==> src/sv/qbt_pkg.sv <==
// qbt_pkg: shared constants, defaults and the result type of the quote/brace tokenizer
// used by every module of the block; no dependencies
`timescale 1ns / 1ps
`default_nettype none

package qbt_pkg;

  localparam int LINE_MAX_DEFAULT    = 128;
  localparam int TOKEN_SLOTS_DEFAULT = 32;

  localparam logic [5:0] MAX_TOKENS_RESET = 6'd32;

  localparam logic [7:0] CH_QUOTE  = 8'h22;
  localparam logic [7:0] CH_LBRACE = 8'h7B;
  localparam logic [7:0] CH_RBRACE = 8'h7D;
  localparam logic [7:0] CH_SPACE  = 8'h20;
  localparam logic [7:0] CH_TAB    = 8'h09;

  localparam logic signed [4:0] DEPTH_MAX = 5'sd15;
  localparam logic signed [4:0] DEPTH_MIN = -5'sd16;

  typedef struct packed {
    logic [7:0] out_byte;
    logic       token_start;
    logic [7:0] token_position;
    logic [4:0] token_slot;
    logic       table_full;
  } qbt_result_t;

endpackage

`default_nettype wire

==> src/sv/qbt_if.sv <==
// qbt_if: valid/ready channel interfaces for input items, result items and the config write
// depends on nothing; field widths follow the block's item layout
`timescale 1ns / 1ps
`default_nettype none

interface qbt_in_if;
  logic       valid;
  logic       ready;
  logic [7:0] char_in;
  logic       end_of_line;

  modport source (output valid, char_in, end_of_line, input ready);
  modport sink   (input valid, char_in, end_of_line, output ready);
endinterface

interface qbt_out_if;
  logic       valid;
  logic       ready;
  logic [7:0] out_byte;
  logic       token_start;
  logic [7:0] token_position;
  logic [4:0] token_slot;
  logic       table_full;

  modport source (output valid, out_byte, token_start, token_position, token_slot,
                  table_full, input ready);
  modport sink   (input valid, out_byte, token_start, token_position, token_slot,
                  table_full, output ready);
endinterface

interface qbt_cfg_if;
  logic       valid;
  logic       ready;
  logic [5:0] data;

  modport source (output valid, data, input ready);
  modport sink   (input valid, data, output ready);
endinterface

`default_nettype wire

==> src/sv/quote_brace_tokenizer_top.sv <==
// quote_brace_tokenizer_top: command line tokenizer, input register, step logic, result register
// depends on qbt_pkg, qbt_if (channel interfaces) and qbt_step
//
// Usage:
//   din carries one byte of a command line per item, with end_of_line on the last byte.
//   dout returns exactly one result item per input item, in order: the byte (or zero
//   where it ends a token), a token start mark with its line offset and slot, and a
//   flag when a start was dropped because all slots were taken.
//   cfg writes max_tokens (the number of usable slots); write it only while idle.
// Timing:
//   an item passes the input register, then the result register, before its result
//   shows on dout; one item per cycle sustained while dout keeps taking results,
//   since the line state update is a single short step between the two registers.
// Reset:
//   rst clears both pipeline registers, the line state and sets max_tokens to 32.
//   The line state also clears after the byte marked end_of_line.
// Stall:
//   when dout is not taken the result holds; din keeps accepting while the input
//   register is empty, then stops until the result moves on. Nothing is dropped.
`timescale 1ns / 1ps
`default_nettype none

module quote_brace_tokenizer_top
  import qbt_pkg::*;
#(
  parameter int LINE_MAX    = LINE_MAX_DEFAULT,
  parameter int TOKEN_SLOTS = TOKEN_SLOTS_DEFAULT
) (
  input  logic         clk,
  input  logic         rst,
  qbt_in_if.sink       din,
  qbt_out_if.source    dout,
  qbt_cfg_if.sink      cfg
);

  localparam int LP_W  = $clog2(LINE_MAX);
  localparam int CNT_W = $clog2(TOKEN_SLOTS + 1);

  logic [5:0]        max_tokens;

  logic              s1_valid;
  logic [7:0]        s1_char;
  logic              s1_eol;
  logic              advance;

  logic [LP_W-1:0]   line_position;
  logic [CNT_W-1:0]  token_count;
  logic              in_quote;
  logic signed [4:0] group_depth;
  logic              after_separator;

  logic [LP_W-1:0]   line_position_next;
  logic [CNT_W-1:0]  token_count_next;
  logic              in_quote_next;
  logic signed [4:0] group_depth_next;
  logic              after_separator_next;
  qbt_result_t       step_result;

  logic              out_valid;
  qbt_result_t       out_item;

  assign cfg.ready = 1'b1;

  // input item moves on when the result register is free or being drained
  assign advance   = s1_valid && (!out_valid || dout.ready);
  assign din.ready = !s1_valid || advance;

  always_ff @(posedge clk) begin
    if (rst) begin
      max_tokens <= MAX_TOKENS_RESET;
    end else if (cfg.valid && cfg.ready) begin
      max_tokens <= cfg.data;
    end
  end

  always_ff @(posedge clk) begin
    if (rst) begin
      s1_valid <= 1'b0;
    end else if (din.ready) begin
      s1_valid <= din.valid;
    end
  end

  always_ff @(posedge clk) begin
    if (din.valid && din.ready) begin
      s1_char <= din.char_in;
      s1_eol  <= din.end_of_line;
    end
  end

  qbt_step #(
    .LINE_MAX    (LINE_MAX),
    .TOKEN_SLOTS (TOKEN_SLOTS)
  ) u_step (
    .char_in              (s1_char),
    .end_of_line          (s1_eol),
    .max_tokens           (max_tokens),
    .line_position        (line_position),
    .token_count          (token_count),
    .in_quote             (in_quote),
    .group_depth          (group_depth),
    .after_separator      (after_separator),
    .line_position_next   (line_position_next),
    .token_count_next     (token_count_next),
    .in_quote_next        (in_quote_next),
    .group_depth_next     (group_depth_next),
    .after_separator_next (after_separator_next),
    .result               (step_result)
  );

  always_ff @(posedge clk) begin
    if (rst) begin
      line_position   <= '0;
      token_count     <= '0;
      in_quote        <= 1'b0;
      group_depth     <= 5'sd0;
      after_separator <= 1'b1;
    end else if (advance) begin
      line_position   <= line_position_next;
      token_count     <= token_count_next;
      in_quote        <= in_quote_next;
      group_depth     <= group_depth_next;
      after_separator <= after_separator_next;
    end
  end

  always_ff @(posedge clk) begin
    if (rst) begin
      out_valid <= 1'b0;
    end else if (advance) begin
      out_valid <= 1'b1;
    end else if (dout.ready) begin
      out_valid <= 1'b0;
    end
  end

  always_ff @(posedge clk) begin
    if (advance) begin
      out_item <= step_result;
    end
  end

  assign dout.valid          = out_valid;
  assign dout.out_byte       = out_item.out_byte;
  assign dout.token_start    = out_item.token_start;
  assign dout.token_position = out_item.token_position;
  assign dout.token_slot     = out_item.token_slot;
  assign dout.table_full     = out_item.table_full;

endmodule

`default_nettype wire

==> src/sv/qbt_step.sv <==
// qbt_step: combinational tokenizer step, current line state and one byte in,
// next line state and result item out; depends on qbt_pkg
`timescale 1ns / 1ps
`default_nettype none

module qbt_step
  import qbt_pkg::*;
#(
  parameter int LINE_MAX    = LINE_MAX_DEFAULT,
  parameter int TOKEN_SLOTS = TOKEN_SLOTS_DEFAULT,
  localparam int LP_W  = $clog2(LINE_MAX),
  localparam int CNT_W = $clog2(TOKEN_SLOTS + 1)
) (
  input  logic              [7:0]       char_in,
  input  logic                          end_of_line,
  input  logic              [5:0]       max_tokens,
  input  logic              [LP_W-1:0]  line_position,
  input  logic              [CNT_W-1:0] token_count,
  input  logic                          in_quote,
  input  logic signed       [4:0]       group_depth,
  input  logic                          after_separator,
  output logic              [LP_W-1:0]  line_position_next,
  output logic              [CNT_W-1:0] token_count_next,
  output logic                          in_quote_next,
  output logic signed       [4:0]       group_depth_next,
  output logic                          after_separator_next,
  output qbt_result_t                   result
);

  localparam int POS_W  = LP_W + 1;
  localparam int EXT_W  = (POS_W > 8) ? POS_W : 8;
  localparam int CMP_W  = (CNT_W > 7) ? CNT_W : 7;
  localparam int SLOT_W = (CNT_W > 5) ? CNT_W : 5;
  localparam logic [CMP_W-1:0] SLOTS_C  = CMP_W'(TOKEN_SLOTS);
  localparam logic [LP_W-1:0]  POS_LAST = LP_W'(LINE_MAX - 1);

  logic signed [4:0]  depth_dec;
  logic [CMP_W-1:0]   mt_ext;
  logic [CMP_W-1:0]   limit;
  logic [CMP_W-1:0]   cnt_ext;
  logic               want_start;
  logic [POS_W-1:0]   start_pos;
  logic [EXT_W-1:0]   pos_ext;
  logic [SLOT_W-1:0]  slot_ext;
  logic               slot_free;

  assign depth_dec = (group_depth > DEPTH_MIN) ? group_depth - 5'sd1 : group_depth;
  assign mt_ext    = CMP_W'(max_tokens);
  assign limit     = (mt_ext < SLOTS_C) ? mt_ext : SLOTS_C;
  assign cnt_ext   = CMP_W'(token_count);
  assign slot_free = cnt_ext < limit;
  assign pos_ext   = EXT_W'(start_pos);
  assign slot_ext  = SLOT_W'(token_count);

  always_comb begin
    in_quote_next        = in_quote;
    group_depth_next     = group_depth;
    after_separator_next = after_separator;
    want_start           = 1'b0;
    start_pos            = POS_W'(line_position);
    result.out_byte      = char_in;

    if (char_in == CH_QUOTE) begin
      in_quote_next = !in_quote;
      // closing quote terminates the token
      if (in_quote) begin
        result.out_byte      = 8'd0;
        after_separator_next = 1'b1;
      end
    end else if ((char_in inside {CH_LBRACE, CH_RBRACE}) && !in_quote) begin
      if (char_in == CH_LBRACE) begin
        // outermost group starts a token just past the brace
        if (group_depth == 5'sd0) begin
          after_separator_next = 1'b0;
          want_start           = 1'b1;
          start_pos            = POS_W'(line_position) + POS_W'(1);
        end
        if (group_depth < DEPTH_MAX) begin
          group_depth_next = group_depth + 5'sd1;
        end
      end else begin
        group_depth_next = depth_dec;
        if (depth_dec == 5'sd0) begin
          result.out_byte      = 8'd0;
          after_separator_next = 1'b1;
        end
      end
    end else if ((char_in inside {CH_SPACE, CH_TAB}) && !in_quote
                 && group_depth == 5'sd0) begin
      result.out_byte      = 8'd0;
      after_separator_next = 1'b1;
    end else if (after_separator) begin
      after_separator_next = 1'b0;
      want_start           = 1'b1;
    end

    result.token_start    = want_start && slot_free;
    result.table_full     = want_start && !slot_free;
    result.token_position = result.token_start ? pos_ext[7:0] : 8'd0;
    result.token_slot     = result.token_start ? slot_ext[4:0] : 5'd0;
    token_count_next      = result.token_start ? token_count + CNT_W'(1) : token_count;

    line_position_next = (line_position < POS_LAST) ? line_position + LP_W'(1)
                                                    : line_position;

    if (end_of_line) begin
      line_position_next   = '0;
      token_count_next     = '0;
      in_quote_next        = 1'b0;
      group_depth_next     = 5'sd0;
      after_separator_next = 1'b1;
    end
  end

endmodule

`default_nettype wire
==> src/flat_wrapper.sv <==
// flat-port wrapper written by rule: the top's interface ports become plain ports
module quote_brace_tokenizer_top_flat import qbt_pkg::*;
#(
  parameter int LINE_MAX    = LINE_MAX_DEFAULT,
  parameter int TOKEN_SLOTS = TOKEN_SLOTS_DEFAULT
)
  (clk, rst, din_valid, din_char_in, din_end_of_line, din_ready, dout_valid, dout_out_byte, dout_token_start, dout_token_position, dout_token_slot, dout_table_full, dout_ready, cfg_valid, cfg_data, cfg_ready);
  qbt_in_if din_i ();
  qbt_out_if dout_i ();
  qbt_cfg_if cfg_i ();
  input  logic clk;
  input  logic rst;
  input wire logic [$bits(din_i.valid)-1:0] din_valid;
  input wire logic [$bits(din_i.char_in)-1:0] din_char_in;
  input wire logic [$bits(din_i.end_of_line)-1:0] din_end_of_line;
  output wire logic [$bits(din_i.ready)-1:0] din_ready;
  output wire logic [$bits(dout_i.valid)-1:0] dout_valid;
  output wire logic [$bits(dout_i.out_byte)-1:0] dout_out_byte;
  output wire logic [$bits(dout_i.token_start)-1:0] dout_token_start;
  output wire logic [$bits(dout_i.token_position)-1:0] dout_token_position;
  output wire logic [$bits(dout_i.token_slot)-1:0] dout_token_slot;
  output wire logic [$bits(dout_i.table_full)-1:0] dout_table_full;
  input wire logic [$bits(dout_i.ready)-1:0] dout_ready;
  input wire logic [$bits(cfg_i.valid)-1:0] cfg_valid;
  input wire logic [$bits(cfg_i.data)-1:0] cfg_data;
  output wire logic [$bits(cfg_i.ready)-1:0] cfg_ready;
  assign din_i.valid = din_valid;
  assign din_i.char_in = din_char_in;
  assign din_i.end_of_line = din_end_of_line;
  assign din_ready = din_i.ready;
  assign dout_valid = dout_i.valid;
  assign dout_out_byte = dout_i.out_byte;
  assign dout_token_start = dout_i.token_start;
  assign dout_token_position = dout_i.token_position;
  assign dout_token_slot = dout_i.token_slot;
  assign dout_table_full = dout_i.table_full;
  assign dout_i.ready = dout_ready;
  assign cfg_i.valid = cfg_valid;
  assign cfg_i.data = cfg_data;
  assign cfg_ready = cfg_i.ready;
  quote_brace_tokenizer_top #(.LINE_MAX(LINE_MAX), .TOKEN_SLOTS(TOKEN_SLOTS)) u_core (.clk(clk), .rst(rst), .din(din_i), .dout(dout_i), .cfg(cfg_i));
endmodule
==> config.mk <==
export PLATFORM = sky130hd
export DESIGN_NAME = quote_brace_tokenizer_top_flat
export DESIGN_NICKNAME = d
export VERILOG_FILES = /design/src/sv/qbt_pkg.sv /design/src/sv/qbt_if.sv /design/src/sv/quote_brace_tokenizer_top.sv /design/src/sv/qbt_step.sv /design/src/flat_wrapper.sv
export SDC_FILE = /design/constraint.sdc
export NUM_CORES = 1
export LEC_CHECK = 0
export ABC_CLOCK_PERIOD_IN_PS = 2150
export BUFFER_PORTS_ARGS = -buffer_cell sky130_fd_sc_hd__buf_2
export CAP_MARGIN = 20
export CELL_PAD_IN_SITES_DETAIL_PLACEMENT = 0
export CELL_PAD_IN_SITES_GLOBAL_PLACEMENT = 2
export CORE_ASPECT_RATIO = 1.75
export CORE_MARGIN = 1.5
export CORE_UTILIZATION = 32
export CTS_CLUSTER_DIAMETER = 50
export CTS_CLUSTER_SIZE = 30
export DETAILED_ROUTE_END_ITERATION = 7
export PLACE_DENSITY_LB_ADDON = 0.1
export SYNTH_ARGS = -nofsm -noshare
export SYNTH_HDL_FRONTEND = slang
export SYNTH_SLANG_ARGS = --single-unit
==> constraint.sdc <==
create_clock -name clk -period 2.15 [get_ports clk]
set_input_delay 0.1075 -clock clk [delete_from_list [all_inputs] [get_ports clk]]
set_output_delay 0.1075 -clock clk [all_outputs]
set_load 0.03 [all_outputs]
==> summary.md, run 1 <==
| Metric | Value |
|---|---|
| Post-synthesis instance total | around 310 |
| Fill count | between 900 and 1000 |
| DPL Wire Length | 5834 um |
| Number of global-route vias before repair | about 2500 |
| Post-route cell area | 4169 um2 |
| Failing checks | setup timing |
| Initial DRC count | 114 |
| Area delta synth->final | 35.94% |
| Share of layout cells above drive strength 1 | 0.3054 |
| Initial Util | 0.3259 |
| Internal | roughly 0.0024 W |
| Critical path required time | between 2000 and 2500 ps |
| Root buf cell | clkbuf_16 |
| Clock Skews | between 7 and 8 ps |
| Largest net degree at the start of global routing | 21 |
| Flop pwr share | 0.412 |
| TritonCTS clock tree | built |
| Post-synthesis instance area | 3067 um2 |
| Cell family with most CP delay | simple AND/OR/NAND/NOR gates |
| Buf/Inv on CP | 1 |
| Die footprint | around 10000 um2 |
| Remaining DRCs | 0 |
| CP max stage delay | approximately 480 ps |
| Commonest non-fill, non-tap cell in the layout | buf_2 |
| Worst Hold Class | primary input to flop |
| Reg clk slew, reported paths | about 50 ps |
| DR WL/cell | 15.25 um |
| Layout Nets | between 400 and 500 |
| DRT Pass-1 Iters | 4 |
| Cell leakage power | between 1.5 and 2 nW |
| Register Area | 1528 um2 |
| Hold path startpoint | cfg_data[0] |
| Hold endpoint | u_core.max_tokens[0]$_SDFFE_PP0P_ |
| Slowest CP cell | or4b_4 |
| Vias per cell | ~5.0 |
| Mean Syn Cell Area | around 10 um2 |
| Core footprint | approximately 9400 um2 |
| Sw power | around 0.0007 W |
| Ys async rst share | 0 |
| CTS H-Tree Depth | 3 |
| Total CTS buffers | 9 |
| Final WS setup | -30.18 ps |
| Switching share of power | 0.2294 |
| Mapped Nets | around 340 |
| IO Port Bufs | 44 |
| YS warnings | 0 |
| Global placer's final weighted congestion | between 0.7 and 0.8 |
| Final number of setup-violating endpoints | 1 |
| ANT cells | 0 |
| Die extent in x | about 77 um |
| Sink count of the clock tree | 60 |
| Crit path capture type | flop |
| Critical path class | flop to flop |
| Final worst path period need | 2180 ps |
| Post-DP Area | about 3700 um2 |
| VDD IR max | roughly 0.38 mV |
| R2R depth | 8 |
| I/O Pins | 46 |
| Vias | 2643 |
| R2R Path Start | u_core.group_depth[0]$_SDFFE_PP0P_ |
| Pins over their slew limit | 0 |
| Status | finished with violations |
| RR Endpoint | u_core.token_count[5]$_SDFFE_PP0P_ |
| Final Hold Viols | 0 |
| Power Total | between 0.003 and 0.004 W |
| Total gr overflow | 0 |
| Cell row count | 47 |
| CTS max path bufs | 2 |
| Worst R2R Setup Slack | -30 ps |
| Critical path peak fanout | 7 |
| Crit-path cells | inv_2 -> ha_4 -> or4b_4 -> nor4_4 -> o2111a_4 -> a21oi_4 -> or3_1 -> a21oi_1 |
| Final wirelength | 8050 um |
| Final hold slack | about 18 ps |
| Top_reg_cell synth | edfxtp_1 |
| Multi-input combinational cell area | 1489 um2 |
| Worst Hold Depth | 3 |
| Max cap viols | 0 |
| Pwr/cell area | 747.5 nW/um2 |
| Height of the chip | approximately 130 um |
| Achievable Freq | ~0.46 GHz |
| Number of synthesized flops with an enable pin | 32 |
| Startpoint Class | flop |
| Clk pwr share | 0.483 |
| Post-Place Worst Slack | -115.1 ps |
| Final period util | 1.014 |
| Commonest cells after routing, fill and taps aside | 44 x buf_2, 41 x buf_4, 36 x nor2_1 |
| Seq/Total Area, Yosys | 0.4961 |
| Initial antenna violation count | 0 |
| Comb power frac | 0.105 |
| First-pass GRT wire length | 12590 um |
| Synth cell types | between 60 and 70 |
| Clk_lat worst skew | between 300 and 400 ps |
| Unrepaired setup endpoints after global routing | true |
| Post-synthesis register bit count | 60 |
| ANT nets after route | 0 |
| Total GRT Usage | 0.1631 |
| Post-layout util | 0.4431 |
| Worst Path Arrival | between 2000 and 2500 ps |
[timing repair]
item	CTS	global route
endpoints found under the hold margin	11	0
pin swaps	0	7
endpoints found under the setup margin	13	25
gates resized for setup	4	9
buffers inserted	1	1
gates cloned	0	0
hold buffers	11	0
[Yosys cell counts, types with 4 or more instances]
library cell | instances | area [um2]
ha_1 | 9 | 112.6
a21oi_1 | 16 | 80.08
nand4_1 | 5 | 31.28
and2_1 | 4 | 25.02
nand3_1 | 6 | 30.03
inv_1 | 11 | 41.29
mux2i_1 | 8 | 80.08
dfxtp_1 | 28 | 560.5
o21ai_0 | 10 | 50.05
nor2_1 | 36 | 135.1
edfxtp_1 | 32 | 960.9
nor3_1 | 11 | 55.05
or3_1 | 4 | 25.02
nand2b_1 | 6 | 37.54
nand2_1 | 26 | 97.59
clkbuf_1 | 11 | 41.29
a31oi_1 | 6 | 37.54
and3_1 | 13 | 81.33
xor2_1 | 7 | 61.31
xnor2_1 | 4 | 35.03
[worst max path at each step]
stage                                                   from                                 end  slack (ps)  depth (start not counted)
final                     u_core.group_depth[0]$_SDFFE_PP0P_  u_core.token_count[5]$_SDFFE_PP0P_         -30                          8
after detailed placement   u_core.max_tokens[5]$_SDFFE_PP1P_  u_core.token_count[5]$_SDFFE_PP0P_        -120                          9
after global routing       u_core.max_tokens[5]$_SDFFE_PP1P_  u_core.token_count[5]$_SDFFE_PP0P_         -80                          9
after floorplan           u_core.group_depth[0]$_SDFFE_PP0P_  u_core.token_count[5]$_SDFFE_PP0P_         -30                          9
after global placement     u_core.max_tokens[5]$_SDFFE_PP1P_  u_core.token_count[5]$_SDFFE_PP0P_         -70                          9
after CTS                 u_core.group_depth[0]$_SDFFE_PP0P_  u_core.token_count[5]$_SDFFE_PP0P_         0.3                          8
[per-stage QoR]
stage | cells | setup TNS, ps
final | 528 | -30.18
after global routing | 528 | -209.9
after CTS | 527 | 0
after detailed placement | 499 | -530.1
after global placement | 499 | -178.2
after floorplan | 307 | -31.39
[worst min-delay path, stage by stage]
cell	delay (ps)
buf_2	70
mux2i_1	50
nor2_1	70
[area by class of cell]
cell class | instances | area share
Multi-Input combinational cell | 222 | 0.3571
Tap cell | 122 | 0.03661
Sequential cell | 60 | 0.3664
Clock inverter | 5 | 0.01831
Timing Repair Buffer | 97 | 0.1558
Inverter | 11 | 0.009904
Clock buffer | 11 | 0.05582
[cell families after synthesis]
family | after synthesis | share of synthesized area
simple gates | 129 | 0.2244
compound gates | 63 | 0.1457
flops | 60 | 0.4961
buf+inv | 25 | 0.03468
xor+xnor | 11 | 0.03141
fa+ha+maj | 9 | 0.03672
mux | 9 | 0.02978
other cells | 1 | 0.001223
[power groups by stage]
stage                     logic (W)  clock network, W  registers, W
after floorplan            0.000146                 0       0.00134
after global placement     0.000304                 0       0.00131
after detailed placement   0.000305                 0       0.00131
after CTS                  0.000326           0.00155       0.00128
after global routing       0.000356           0.00159       0.00129
final                      0.000327           0.00150       0.00128
[layer usage]
layer,track usage,wire (um),vias up
met1,0.1714,3327,1262
met4,0.08586,185,0
met3,0.03241,229,12
li1,-,-,1319
met5,0,0,-
met2,0.3004,4307,50
[state kept, by name, summed over array words and instances (netlist names), 5 cells and up]
signal / flops
u_core.dout.out_byte: 8
u_core.dout.token_position: 8
u_core.dout.token_slot: 5
u_core.group_depth: 5
u_core.line_position: 7
u_core.max_tokens: 6
u_core.s1_char: 8
u_core.token_count: 6
Note: power is estimated with default switching activity, not from simulation.
==> run 2: changes to the inputs <==
CORE_MARGIN = 5   (was 1.5)
==> summary.md, run 2 (synthesized netlist as in run 1, its figures left out) <==
| Metric | Value |
|---|---|
| Pins over their slew limit | 0 (unchanged) |
| Final period util | 1.012 (was 1.014) |
| Total gr overflow | 0 (unchanged) |
| Worst Hold Class | primary input to flop (unchanged) |
| Status | finished with violations (unchanged) |
| Final number of setup-violating endpoints | 1 (unchanged) |
| DPL Wire Length | 5904 um (was 5834 um) |
| Unrepaired setup endpoints after global routing | true (unchanged) |
| Initial Util | 0.3259 (unchanged) |
| Initial antenna violation count | 0 (unchanged) |
| Cell leakage power | 1.716 nW (was 1.706 nW) |
| CTS max path bufs | 2 (unchanged) |
| Failing checks | setup timing (unchanged) |
| Pwr/cell area | 717.0 nW/um2 (was 747.5 nW/um2) |
| Sink count of the clock tree | 60 (unchanged) |
| Sw power | 0.0007221 W (was 0.0007149 W) |
| Total GRT Usage | 0.1412 (was 0.1631) |
| Clk pwr share | 0.465 (was 0.483) |
| TritonCTS clock tree | built (unchanged) |
| DR WL/cell | 15.29 um (was 15.25 um) |
| Final worst path period need | 2176 ps (was 2180 ps) |
| Critical path class | flop to flop (unchanged) |
| Total negative slack | -25.64 ps (was -30.18 ps) |
| Max cap viols | 0 (unchanged) |
| Post-layout util | 0.4491 (was 0.4431) |
| Share of layout cells above drive strength 1 | 0.3374 (was 0.3054) |
| Post-Place Cells | 495 (was 499) |
| Die footprint | 11720 um2 (was 10200 um2) |
| Die extent in x | 84 um (was 77 um) |
| CTS H-Tree Depth | 3 (unchanged) |
| Largest net degree at the start of global routing | 21 (unchanged) |
| Global placer's final weighted congestion | 0.7995 (was 0.7730) |
| VDD IR max | 0.4216 mV (was 0.3817 mV) |
| Flop pwr share | 0.423 (was 0.412) |
| Critical path peak fanout | 7 (unchanged) |
| I/O Pins | 46 (unchanged) |
| Final wirelength | 8073 um (was 8050 um) |
| First-pass GRT wire length | 13100 um (was 12590 um) |
| Clk_lat worst skew | 330 ps (about the same) |
| Achievable Freq | 0.4596 GHz (was 0.4587 GHz) |
| Reg clk slew, reported paths | 50 ps (about the same) |
| DRT Pass-1 Iters | 5 (was 4) |
| Switching share of power | 0.2384 (was 0.2294) |
| Final WS setup | -25.64 ps (was -30.18 ps) |
| Commonest cells after routing, fill and taps aside | 44 x buf_2, 43 x buf_4, 36 x nor2_1 (was 44 x buf_2, 41 x buf_4, 36 x nor2_1) |
| Fin cells | 528 (unchanged) |
| Critical path required time | 2410 ps (was 2400 ps) |
| Vias | 2623 (was 2643) |
| Height of the chip | 139.5 um (was 132.5 um) |
| Root buf cell | clkbuf_16 (unchanged) |
| Remaining DRCs | 0 (unchanged) |
| Total CTS buffers | 9 (unchanged) |
| Clock Skews | 7.867 ps (was 7.302 ps) |
| Number of global-route vias before repair | 2609 (was 2488) |
| Power Total | 0.003030 W (was 0.003116 W) |
| Comb power frac | 0.112 (was 0.105) |
| Startpoint Class | flop (unchanged) |
| Cell row count | 47 (unchanged) |
| Core footprint | 9409 um2 (unchanged) |
| IO Port Bufs | 44 (unchanged) |
| Crit path capture type | flop (unchanged) |
| Area delta synth->final | 37.78% (was 35.94%) |
| Layout Nets | 430 (unchanged) |
| Commonest non-fill, non-tap cell in the layout | buf_2 (unchanged) |
| Internal | 0.002307 W (was 0.002402 W) |
| Initial DRC count | 84 (was 114) |
| Final hold slack | 7.384 ps (was 17.52 ps) |
| ANT cells | 0 (unchanged) |
| Worst Path Arrival | 2440 ps (was 2430 ps) |
| Vias per cell | 4.968 (was 5.006) |
| ANT nets after route | 0 (unchanged) |
| Final Hold Viols | 0 (unchanged) |
==> run 2: changes by cell type in the layout (fill, tap and decap cells not counted), sizes merged <==
cell	change
dlygate4sd3	-2
clkbuf	+2
buf	+2
bufinv	-2
==> run 2: metal layers <==
layer  part of all wire  global-route usage
met1               0.41              0.1658
met3              0.034             0.02898
met4              0.022             0.05763
met5                  0                   0
met2               0.53              0.2480
==> run 2: power by group through the flow <==
stage	clock network, W	registers (W)	logic (W)
floorplan	0	0.00134	0.000146
global route	0.00151	0.00129	0.000370
finish	0.00141	0.00128	0.000339
global placement	0	0.00131	0.000298
detailed placement	0	0.00131	0.000301
CTS	0.00145	0.00128	0.000322
==> run 2: timing repair <==
item                                   4_1_cts  5_1_grt
setup endpoints to repair                    9       29
gates resized for setup                      3       21
hold buffers                                 9        0
endpoints found under the hold margin        9        0
pin swaps                                    0        9
buffers inserted                             2        6
==> run 2: area by class of cell <==
cell class / instances / area [um2]
well taps: 122 / 152.6
repair buffers: 97 / 644.4
inverters: 11 / 41.29
fillers: 955 / 5184
multi-input cells: 222 / 1562
flip-flops and latches: 60 / 1526
clock buffers: 13 / 281.5
clock inverters: 3 / 17.52
==> run 2: critical path, stage by stage, from the launching register on <==
cell	delay, ps
dfxtp_2	320
inv_2	80
ha_4	140
or4b_4	480
nor4_4	210
o2111a_4	290
a21oi_4	90
or3_4	370
a21oi_2	130
==> run 2: final timing paths <==
kind / startpoint / endpoint / slack (ps) / depth (start not counted)
max: u_core.group_depth[1]$_SDFFE_PP0P_ / u_core.token_count[5]$_SDFFE_PP0P_ / -30 / 8
min: din_valid / u_core.s1_valid$_SDFFE_PP0N_ / 7 / 3
max reg2reg: u_core.group_depth[1]$_SDFFE_PP0P_ / u_core.token_count[5]$_SDFFE_PP0P_ / -30 / 8
min reg2reg: u_core.max_tokens[0]$_SDFFE_PP0P_ / u_core.max_tokens[0]$_SDFFE_PP0P_ / 490 / 2
==> run 2: through the flow <==
step | instance area (um2) | setup WS, ps
finish | 4225 | -25.64
global placement | 3662 | -61.65
CTS | 4079 | -22.36
floorplan | 3094 | -31.39
detailed placement | 3662 | -113.0
global route | 4225 | -99.85
